==> src/rtl/assert_macros.svh <==
// ---------------------------------------------------------------------------
// Assertion macros
// Shared concurrent assertion forms, clocked on clk and disabled in reset.
// ---------------------------------------------------------------------------
`ifndef ASSERT_MACROS_SVH
`define ASSERT_MACROS_SVH

// same-cycle implication
`define ASSERT_IMPL(label, ante, cons) \
  label: assert property (@(posedge clk) disable iff (rst) (ante) |-> (cons)) \
    else $error("same-cycle check failed");

// next-cycle implication
`define ASSERT_NEXT(label, ante, cons) \
  label: assert property (@(posedge clk) disable iff (rst) (ante) |=> (cons)) \
    else $error("next-cycle check failed");

`endif

==> src/rtl/dsl_lex_pkg.sv <==
// ---------------------------------------------------------------------------
// dsl_lex_pkg
// Types, token codes and character helpers for the DSL character lexer.
// ---------------------------------------------------------------------------
`default_nettype none

package dsl_lex_pkg;

  localparam int MAX_LINE = 1024;
  localparam int COL_W    = 11;
  localparam int KIND_W   = 6;
  localparam int QDEPTH   = 4;
  localparam int QPTR_W   = $clog2(QDEPTH);
  localparam int QCNT_W   = $clog2(QDEPTH + 1);

  localparam logic [KIND_W-1:0] TK_NUM      = 6'd0;
  localparam logic [KIND_W-1:0] TK_IDENT    = 6'd1;
  localparam logic [KIND_W-1:0] TK_CIRCUIT  = 6'd2;
  localparam logic [KIND_W-1:0] TK_ADD      = 6'd3;
  localparam logic [KIND_W-1:0] TK_SUB      = 6'd4;
  localparam logic [KIND_W-1:0] TK_MUL      = 6'd5;
  localparam logic [KIND_W-1:0] TK_POW      = 6'd6;
  localparam logic [KIND_W-1:0] TK_DIV      = 6'd7;
  localparam logic [KIND_W-1:0] TK_LINECMT  = 6'd8;
  localparam logic [KIND_W-1:0] TK_CMTOPEN  = 6'd9;
  localparam logic [KIND_W-1:0] TK_CMTCLOSE = 6'd10;
  localparam logic [KIND_W-1:0] TK_EQ       = 6'd11;
  localparam logic [KIND_W-1:0] TK_EQEQ     = 6'd12;
  localparam logic [KIND_W-1:0] TK_GT       = 6'd13;
  localparam logic [KIND_W-1:0] TK_GE       = 6'd14;
  localparam logic [KIND_W-1:0] TK_LT       = 6'd15;
  localparam logic [KIND_W-1:0] TK_LE       = 6'd16;
  localparam logic [KIND_W-1:0] TK_COMMA    = 6'd17;
  localparam logic [KIND_W-1:0] TK_SEMI     = 6'd18;
  localparam logic [KIND_W-1:0] TK_LPAREN   = 6'd19;
  localparam logic [KIND_W-1:0] TK_RPAREN   = 6'd20;
  localparam logic [KIND_W-1:0] TK_LBRACK   = 6'd21;
  localparam logic [KIND_W-1:0] TK_RBRACK   = 6'd22;
  localparam logic [KIND_W-1:0] TK_LBRACE   = 6'd23;
  localparam logic [KIND_W-1:0] TK_RBRACE   = 6'd24;
  localparam logic [KIND_W-1:0] TK_QUOTE    = 6'd25;
  localparam logic [KIND_W-1:0] TK_DQUOTE   = 6'd26;
  localparam logic [KIND_W-1:0] TK_AT       = 6'd27;
  localparam logic [KIND_W-1:0] TK_PERCENT  = 6'd28;
  localparam logic [KIND_W-1:0] TK_HASH     = 6'd29;
  localparam logic [KIND_W-1:0] TK_BSLASH   = 6'd30;
  localparam logic [KIND_W-1:0] TK_UNKNOWN  = 6'd31;
  localparam logic [KIND_W-1:0] TK_EOL      = 6'd32;

  localparam logic [2:0] KW_LEN = 3'd7;

  typedef enum logic [7:0] {
    MODE_IDLE  = 8'b0000_0001,
    MODE_NUM   = 8'b0000_0010,
    MODE_IDENT = 8'b0000_0100,
    MODE_STAR  = 8'b0000_1000,
    MODE_SLASH = 8'b0001_0000,
    MODE_EQ    = 8'b0010_0000,
    MODE_GT    = 8'b0100_0000,
    MODE_LT    = 8'b1000_0000
  } mode_t;

  typedef struct packed {
    logic [KIND_W-1:0] kind;
    logic [COL_W-1:0]  col_start;
    logic [COL_W-1:0]  col_end;
    logic              last;
  } token_t;

  typedef struct packed {
    logic [1:0] n;
    token_t     tok0;
    token_t     tok1;
  } lex_res_t;

  function automatic logic is_digit(logic [7:0] ch);
    return (ch >= "0") && (ch <= "9");
  endfunction

  function automatic logic is_letter(logic [7:0] ch);
    return ((ch >= "a") && (ch <= "z")) || ((ch >= "A") && (ch <= "Z"));
  endfunction

  function automatic logic [7:0] keyword_char(logic [2:0] idx);
    logic [7:0] c;
    unique case (idx)
      3'd0:    c = "c";
      3'd1:    c = "i";
      3'd2:    c = "r";
      3'd3:    c = "c";
      3'd4:    c = "u";
      3'd5:    c = "i";
      3'd6:    c = "t";
      default: c = 8'h00;
    endcase
    return c;
  endfunction

  // returns {miss, matched}
  function automatic logic [3:0] keyword_feed(logic [2:0] matched, logic miss,
                                               logic [7:0] ch);
    logic [3:0] r;
    r = {miss, matched};
    if (!miss) begin
      if ((matched != KW_LEN) && (ch == keyword_char(matched))) begin
        r = {1'b0, matched + 3'd1};
      end else begin
        r = {1'b1, matched};
      end
    end
    return r;
  endfunction

  function automatic logic [KIND_W-1:0] symbol_kind(logic [7:0] ch);
    logic [KIND_W-1:0] k;
    unique case (ch)
      "+":     k = TK_ADD;
      "-":     k = TK_SUB;
      ",":     k = TK_COMMA;
      ";":     k = TK_SEMI;
      "(":     k = TK_LPAREN;
      ")":     k = TK_RPAREN;
      "[":     k = TK_LBRACK;
      "]":     k = TK_RBRACK;
      "{":     k = TK_LBRACE;
      "}":     k = TK_RBRACE;
      "'":     k = TK_QUOTE;
      "\"":    k = TK_DQUOTE;
      "@":     k = TK_AT;
      "%":     k = TK_PERCENT;
      "#":     k = TK_HASH;
      "\\":    k = TK_BSLASH;
      default: k = TK_UNKNOWN;
    endcase
    return k;
  endfunction

endpackage

`default_nettype wire

==> src/rtl/dsl_lex_core.sv <==
// ---------------------------------------------------------------------------
// dsl_lex_core
// Scanner state and per-character decision; up to two tokens per step.
// ---------------------------------------------------------------------------
`default_nettype none
`include "assert_macros.svh"

module dsl_lex_core import dsl_lex_pkg::*; (
  input  wire logic       clk,
  input  wire logic       rst,
  input  wire logic       step,
  input  wire logic       item_eol,
  input  wire logic [7:0] item_char,
  output lex_res_t        res
);

  mode_t            mode, mode_next;
  logic [COL_W-1:0] column, column_next;
  logic [COL_W-1:0] token_start, token_start_next;
  logic [2:0]       kw_matched, kw_matched_next;
  logic             kw_miss, kw_miss_next;

  logic              is_num_ch, is_id_ch, col_full, start;
  logic              emit_a, emit_b, pair_hit;
  logic [KIND_W-1:0] pair_k;
  logic [3:0]        feed_cont, feed_new;
  token_t            held_tok, tok_b;

  assign is_num_ch = is_digit(item_char) || (item_char == ".");
  assign is_id_ch  = is_letter(item_char) || is_digit(item_char) || (item_char == "_");
  assign col_full  = (column >= COL_W'(MAX_LINE));
  assign feed_cont = keyword_feed(kw_matched, kw_miss, item_char);
  assign feed_new  = keyword_feed(3'd0, 1'b0, item_char);

  // held token in its plain form; runs end at the current column
  always_comb begin
    held_tok.col_start = token_start;
    held_tok.col_end   = token_start + COL_W'(1);
    held_tok.last      = 1'b0;
    unique case (mode)
      MODE_NUM: begin
        held_tok.kind    = TK_NUM;
        held_tok.col_end = column;
      end
      MODE_IDENT: begin
        held_tok.kind    = ((kw_matched == KW_LEN) && !kw_miss) ? TK_CIRCUIT : TK_IDENT;
        held_tok.col_end = column;
      end
      MODE_STAR:  held_tok.kind = TK_MUL;
      MODE_SLASH: held_tok.kind = TK_DIV;
      MODE_EQ:    held_tok.kind = TK_EQ;
      MODE_GT:    held_tok.kind = TK_GT;
      MODE_LT:    held_tok.kind = TK_LT;
      default:    held_tok.kind = TK_UNKNOWN;
    endcase
  end

  always_comb begin
    pair_k = TK_NUM;
    pair_hit = 1'b0;
    unique case (mode)
      MODE_STAR: begin
        if (item_char == "*") begin
          pair_k = TK_POW;      pair_hit = 1'b1;
        end else if (item_char == "/") begin
          pair_k = TK_CMTCLOSE; pair_hit = 1'b1;
        end
      end
      MODE_SLASH: begin
        if (item_char == "/") begin
          pair_k = TK_LINECMT;  pair_hit = 1'b1;
        end else if (item_char == "*") begin
          pair_k = TK_CMTOPEN;  pair_hit = 1'b1;
        end
      end
      MODE_EQ: begin
        pair_k = TK_EQEQ; pair_hit = (item_char == "=");
      end
      MODE_GT: begin
        pair_k = TK_GE;   pair_hit = (item_char == "=");
      end
      MODE_LT: begin
        pair_k = TK_LE;   pair_hit = (item_char == "=");
      end
      default: begin
        pair_k = TK_NUM;  pair_hit = 1'b0;
      end
    endcase
  end

  always_comb begin
    mode_next        = mode;
    column_next      = column;
    token_start_next = token_start;
    kw_matched_next  = kw_matched;
    kw_miss_next     = kw_miss;
    emit_a           = 1'b0;
    emit_b           = 1'b0;
    start            = 1'b0;
    tok_b            = '{kind: TK_UNKNOWN, col_start: column,
                         col_end: column + COL_W'(1), last: 1'b0};
    if (item_eol) begin
      emit_a           = (mode != MODE_IDLE);
      emit_b           = 1'b1;
      tok_b.kind       = TK_EOL;
      tok_b.last       = 1'b1;
      mode_next        = MODE_IDLE;
      column_next      = '0;
      token_start_next = '0;
      kw_matched_next  = '0;
      kw_miss_next     = 1'b0;
    end else if (!col_full) begin
      column_next = column + COL_W'(1);
      unique case (mode)
        MODE_IDLE: start = 1'b1;
        MODE_NUM: begin
          if (!is_num_ch) begin
            emit_a = 1'b1; mode_next = MODE_IDLE; start = 1'b1;
          end
        end
        MODE_IDENT: begin
          if (is_id_ch) begin
            {kw_miss_next, kw_matched_next} = feed_cont;
          end else begin
            emit_a = 1'b1; mode_next = MODE_IDLE; start = 1'b1;
          end
        end
        default: begin
          mode_next = MODE_IDLE;
          if (pair_hit) begin
            emit_b          = 1'b1;
            tok_b.kind      = pair_k;
            tok_b.col_start = token_start;
          end else begin
            emit_a = 1'b1; start = 1'b1;
          end
        end
      endcase
      if (start && (item_char != " ")) begin
        token_start_next = column;
        priority if (is_num_ch) begin
          mode_next = MODE_NUM;
        end else if (is_letter(item_char)) begin
          mode_next = MODE_IDENT;
          {kw_miss_next, kw_matched_next} = feed_new;
        end else if (item_char == "*") begin
          mode_next = MODE_STAR;
        end else if (item_char == "/") begin
          mode_next = MODE_SLASH;
        end else if (item_char == "=") begin
          mode_next = MODE_EQ;
        end else if (item_char == ">") begin
          mode_next = MODE_GT;
        end else if (item_char == "<") begin
          mode_next = MODE_LT;
        end else begin
          emit_b     = 1'b1;
          tok_b.kind = symbol_kind(item_char);
        end
      end
    end
  end

  assign res.n    = step ? (2'(emit_a) + 2'(emit_b)) : 2'd0;
  assign res.tok0 = emit_a ? held_tok : tok_b;
  assign res.tok1 = tok_b;

  always_ff @(posedge clk) begin
    if (rst) begin
      mode        <= MODE_IDLE;
      column      <= '0;
      token_start <= '0;
      kw_matched  <= '0;
      kw_miss     <= 1'b0;
    end else if (step) begin
      mode        <= mode_next;
      column      <= column_next;
      token_start <= token_start_next;
      kw_matched  <= kw_matched_next;
      kw_miss     <= kw_miss_next;
    end
  end

  `ASSERT_NEXT(a_eol_clears, step && item_eol, (column == '0) && (mode == MODE_IDLE))
  `ASSERT_IMPL(a_col_bound, 1'b1, column <= COL_W'(MAX_LINE))
  `ASSERT_IMPL(a_eol_last, step && item_eol,
               (res.n == 2'd1) ? res.tok0.last : (res.tok1.last && !res.tok0.last))

endmodule

`default_nettype wire

==> src/rtl/dsl_lex_fifo.sv <==
// ---------------------------------------------------------------------------
// dsl_lex_fifo
// Token queue: up to two writes per cycle, one read; head read straight from the entries.
// ---------------------------------------------------------------------------
`default_nettype none
`include "assert_macros.svh"

module dsl_lex_fifo import dsl_lex_pkg::*; (
  input  wire logic     clk,
  input  wire logic     rst,
  input  wire lex_res_t wr,
  output logic          space,
  output logic          out_valid,
  input  wire logic     out_ready,
  output token_t        head
);

  token_t              entries [QDEPTH];
  logic [QPTR_W-1:0]   wr_ptr, rd_ptr;
  logic [QCNT_W-1:0]   count, count_next;
  logic                pop;

  assign out_valid  = (count != '0);
  assign pop        = out_valid && out_ready;
  assign space      = (count <= QCNT_W'(QDEPTH - 2));
  assign head       = entries[rd_ptr];
  assign count_next = count + QCNT_W'(wr.n) - QCNT_W'(pop);

  always_ff @(posedge clk) begin
    if (wr.n != 2'd0) begin
      entries[wr_ptr] <= wr.tok0;
    end
    if (wr.n == 2'd2) begin
      entries[wr_ptr + QPTR_W'(1)] <= wr.tok1;
    end
  end

  always_ff @(posedge clk) begin
    if (rst) begin
      wr_ptr <= '0;
      rd_ptr <= '0;
      count  <= '0;
    end else begin
      wr_ptr <= wr_ptr + QPTR_W'(wr.n);
      rd_ptr <= rd_ptr + QPTR_W'(pop);
      count  <= count_next;
    end
  end

  `ASSERT_IMPL(a_no_overflow, 1'b1, count <= QCNT_W'(QDEPTH))
  `ASSERT_IMPL(a_write_room, wr.n != 2'd0, space)
  `ASSERT_NEXT(a_count_track, 1'b1, count == $past(count_next))

endmodule

`default_nettype wire

==> src/rtl/dsl_character_lexer_top.sv <==
// ---------------------------------------------------------------------------
// dsl_character_lexer_top
// Character stream lexer: one character or end-of-line per transfer in,
// one token (kind, start column, end column) per transfer out.
//
// Slave channel: s_tdata carries the character byte, s_tuser marks end of
// line. Master channel: m_tdata carries the token, m_tlast flags the
// end-of-line token.
// Path: a taken character waits in the input register until two queue
// entries are free, then is scanned and its tokens written to the queue.
// Throughput: one character per cycle while the output keeps up; the
// output side moves one token per cycle, so a character that closes a
// held token and also yields its own token needs two output transfers.
// A four-entry token queue decouples the sides; input is held back while
// fewer than two entries are free.
// Reset clears the scanner to start of line and empties the queue.
// A stalled receiver fills the queue, then s_tready drops.
// ---------------------------------------------------------------------------
`default_nettype none

module dsl_character_lexer_top import dsl_lex_pkg::*; (
  input  wire logic        clk,
  input  wire logic        rst,
  input  wire logic        s_tvalid,
  output logic             s_tready,
  input  wire logic [7:0]  s_tdata,   // [7:0] char_code
  input  wire logic        s_tuser,   // [0] kind (1 = end of line)
  output logic             m_tvalid,
  input  wire logic        m_tready,
  output logic [31:0]      m_tdata,   // [5:0] token_kind, [16:6] col_start,
                                      // [27:17] col_end, [31:28] zero
  output logic             m_tlast    // last
);

  logic       in_valid;
  logic [7:0] in_char;
  logic       in_eol;
  logic       space, step;
  lex_res_t   res;
  token_t     head;

  assign step     = in_valid && space;
  assign s_tready = !in_valid || step;

  always_ff @(posedge clk) begin
    if (rst) begin
      in_valid <= 1'b0;
    end else if (s_tready) begin
      in_valid <= s_tvalid;
    end
  end

  always_ff @(posedge clk) begin
    if (s_tready && s_tvalid) begin
      in_char <= s_tdata;
      in_eol  <= s_tuser;
    end
  end

  dsl_lex_core u_core (
    .clk       (clk),
    .rst       (rst),
    .step      (step),
    .item_eol  (in_eol),
    .item_char (in_char),
    .res       (res)
  );

  dsl_lex_fifo u_fifo (
    .clk       (clk),
    .rst       (rst),
    .wr        (res),
    .space     (space),
    .out_valid (m_tvalid),
    .out_ready (m_tready),
    .head      (head)
  );

  assign m_tdata = {4'b0000, head.col_end, head.col_start, head.kind};
  assign m_tlast = head.last;

endmodule

`default_nettype wire

==> config.mk <==
export PLATFORM = sky130hd
export DESIGN_NAME = dsl_character_lexer_top
export DESIGN_NICKNAME = d
export VERILOG_FILES = /design/src/rtl/dsl_lex_pkg.sv /design/src/rtl/dsl_lex_core.sv /design/src/rtl/dsl_lex_fifo.sv /design/src/rtl/dsl_character_lexer_top.sv
export VERILOG_INCLUDE_DIRS = /design/src /design/src/rtl
export SDC_FILE = /design/constraint.sdc
export NUM_CORES = 1
export LEC_CHECK = 0
export ABC_CLOCK_PERIOD_IN_PS = 9500
export BUFFER_PORTS_ARGS = -buffer_cell sky130_fd_sc_hd__buf_2
export CORE_AREA = 2 2 262 161
export CTS_CLUSTER_SIZE = 12
export DETAILED_ROUTE_END_ITERATION = 7
export DIE_AREA = 0 0 264 163
export SLEW_MARGIN = 20
export SYNTH_ARGS = -nofsm -noshare
export SYNTH_HDL_FRONTEND = slang
export SYNTH_HIERARCHICAL = 1
export SYNTH_SLANG_ARGS = --single-unit
export TNS_END_PERCENT = 100
==> constraint.sdc <==
create_clock -name clk -period 9.5 [get_ports clk]
set_input_delay 0.475 -clock clk [delete_from_list [all_inputs] [get_ports clk]]
set_output_delay 0.475 -clock clk [all_outputs]
set_load 0.01 [all_outputs]
==> results.sh <==
export IMPL_setup_tns_ns=0
export IMPL_worst_slew_pin_slew_ns=1.11
export IMPL_cp_end_kind="flop"
export IMPL_grt_pass1_wl_mm=41.3
export IMPL_ys_ff_latch=167
export IMPL_finalSetupViolCount=0
export IMPL_wirelength_mm=26.7
export IMPL_grt_overflow_total=0
export IMPL_yosysSeqAreaShare_pct=45.8
export IMPL_whs_path_depth=1
export IMPL_syn_inst=843
export IMPL_via_count=6961
export IMPL_clk_latency_ns=0.44
export IMPL_outcome="finished clean"
export IMPL_num_antenna_cells=0
export IMPL_cts_root_buffer="clkbuf_16"
export IMPL_multi_input_area_um2=5050
export IMPL_drt_initial_drc_count=786
export IMPL_required_ns=9.69
export IMPL_start_kind="flop"
export IMPL_relSlewSlack_pct=26.0
export IMPL_cap_violations=0
export IMPL_antenna_found_initial=0
export IMPL_first_pass_iters=5
export IMPL_worstSetupPathType="reg2reg"
export IMPL_dpl_hpwl_mm=18.2
export IMPL_cts_buffer_depth=2
export IMPL_post_cts_repair_setup_buffers=0
export IMPL_portBuffers=43
export IMPL_arrival_ns=5.56
export IMPL_yosys_warnings=6
export IMPL_grt_pass1_vias=6561
export IMPL_syn_cell_area_um2=10000
export IMPL_synthArstFlopShare_pct=0
export IMPL_syn_avg_cell_area_um2=11.9
export IMPL_cts_tree="yes"
export IMPL_dieArea_um2=43000
export IMPL_r2r_end="u_fifo/entries[1][1]"
export IMPL_grt_usage_pct=12.7
export IMPL_initial_core_util_pct=24.5
export IMPL_ff2ff_setup_slack_ns=4.13
export IMPL_post_route_drc_count=0
export IMPL_rsz0062_at_grt="false"
export IMPL_hold_buffers=0
export IMPL_seq_area_um2=4600
export IMPL_cts_buffers_inserted=17
export IMPL_synthMostInstantiatedCell="edfxtp_1"
export IMPL_h_tree_depth=4
export IMPL_die_height_um=163
export IMPL_fin_util_pct=27.7
export IMPL_rows=58
export IMPL_wl_per_cell_um=18.9
export IMPL_drive_gt1_share_pct=29.9
export IMPL_yosysTopAreaCell="edfxtp_1"
export IMPL_hold_class="in2reg"
export IMPL_yosys_top_cells_count="125 x edfxtp_1, 109 x mux2_2, 58 x nor2_1, 47 x nand2_1, 42 x dfxtp_1"
export IMPL_dp_slack_ns=4.21
export IMPL_hold_violations=0
export IMPL_die_w_um=264
export IMPL_p_leak_uw=0.00398
export IMPL_layout_setup_ws_ns=4.13
export IMPL_via_per_inst=4.95
export IMPL_fin_crit_sh_pct=56.5
export IMPL_synthTopCellsByArea="edfxtp_1 37%, mux2_2 12%, dfxtp_1 8.4%, mux4_2 6.5%, nor2_1 2.2%"
export IMPL_cts_resized=0
export IMPL_hp_start="s_tdata[1]"
export IMPL_timing_final_crit_period_ns=5.37
export IMPL_clkSinkCount=167
export IMPL_reg2reg_depth=12
export IMPL_worstReg2RegStart="in_char[6]"
export IMPL_area_growth_pct=13.2
export IMPL_ant_nets=0
export IMPL_finalMaxSlewViolations=0
export IMPL_timing_fmax_ghz=0.186
export IMPL_synth_top_area_share_pct=37.4
export IMPL_vdd_drop_max_mv=0.142
export IMPL_fill_cells=4239
export IMPL_synthDistinctLibCells=84
export IMPL_synth_flop_cell="edfxtp_1"
export IMPL_powerDensity_nw_per_um2=182
export IMPL_path_max_fanout=36
export IMPL_ios=48
export IMPL_skew_ns=0.0137
export IMPL_whs_endpoint="in_char[1]"
export IMPL_placed_area_um2=10700
export IMPL_fin_nets=881
export IMPL_synth_edf_count=125
export IMPL_grt_max_degree=37
export IMPL_clkTransAtPathRegs_ns=0.06
export IMPL_finalInstanceArea_um2=11300
export IMPL_coreArea_um2=40900
export IMPL_gp_routability_congestion=0.835
-- state kept, by name (all words and copies together) (netlist names) --
register	cells
u_core/kw_miss	1
u_core/column	11
u_fifo/entries	116
u_core/kw_matched	3
u_fifo/rd_ptr	2
u_core/mode	8
u_fifo/count	3
in_char	8
in_eol	1
u_core/token_start	11
in_valid	1
u_fifo/wr_ptr	2
-- kinds of logic (layout without fill, tap and decap cells) --
group / count (synthesis) / count (layout) / synth area share (%)
AOI/OAI and AO/OA: 148 / 148 / 10.1
xor gates and xnor gates: 29 / 29 / 2.81
adders and majority gates: 14 / 14 / 1.82
buffers and inverters: 88 / 109 / 4.31
DFF: 167 / 167 / 45.8
muxes: 170 / 170 / 22.7
other: 1 / 4 / 0.0374
and+or+nand+nor: 226 / 226 / 12.4
-- layout make-up --
type	count	share of cell area, %
clock inverter	12	1.54
timing repair buffer	58	3.06
sequential	167	40.5
multi-input combinational	591	44.5
inverter	19	0.628
clock buffer	20	3.85
tap	540	5.95
-- per-stage QoR --
stage	cells	hold WS (ns)	total power, uW
2_1_floorplan	846	0.461	1190
3_3_place_gp	1374	0.487	1340
3_5_place_dp	1375	0.491	1350
4_1_cts	1407	0.180	2090
5_1_grt	1407	0.187	2160
6_report	1407	0.210	2060
-- worst max-delay path by stage --
stage,from,end,slack [ns],depth (start not counted)
6_report,in_char[6],u_fifo/entries[1][1],4.13,12
5_1_grt,in_char[6],u_fifo/entries[1][11],3.80,12
4_1_cts,in_char[6],u_fifo/entries[1][1],4.20,12
3_5_place_dp,in_char[6],u_fifo/entries[1][17],4.21,12
3_3_place_gp,in_char[6],u_fifo/entries[2][13],4.19,11
2_1_floorplan,in_char[7],u_fifo/entries[2][0],4.46,12
-- layer usage --
metal	share of wire, %	routed length (um)	global-route usage, %
met5	0	0	0
met4	0.75	199	3.15
met3	7.0	1870	3.16
met2	38	10200	16.1
met1	54	14400	20.5
-- placed cells by master, fill, tap and decap left out, types with 5 or more instances in the layout --
master     synthesis  layout
inv_1             18      18
nand4_1            5       5
and3_1            12      12
mux2_2           109     109
o211ai_1           8       8
xor2_1            12      12
and2_1             7       7
or3_1              6       6
mux2_4            10      10
mux2_1            18      18
ha_1              13      13
nor3b_1            5       5
nor4_1             6       6
a22oi_1            7       7
clkbuf_16          0      17
a21o_1             6       6
buf_2             15      43
nand3b_1           5       5
nand2_1           47      47
xnor2_1           15      15
nor2b_1           14      13
buf_4             10      14
o21ai_0           31      31
nor2_1            58      57
a22o_1            10      10
nand3_1           19      19
a21oi_1           37      35
edfxtp_1         125     125
nor3_1             8       8
a211oi_1           6       6
dfxtp_1           42      41
mux4_2            29      29
-- worst max-delay path: stages, from the launching register on --
cell	delay, ns
edfxtp_1	0.58
nor4b_4	0.84
nand4_2	0.24
o32ai_4	0.55
o31ai_1	0.19
a31oi_4	0.16
buf_4	0.36
inv_1	0.11
ha_1	0.29
and2_1	0.26
nor4b_4	0.65
buf_4	0.47
mux2_2	0.39
-- power breakdown --
part	internal [uW]	total, uW	switching, uW
Combinational	203	450	247
Sequential	842	880	38.0
Clock	439	734	294
Total	1490	2060	579
(Power assumes the default switching activity.)
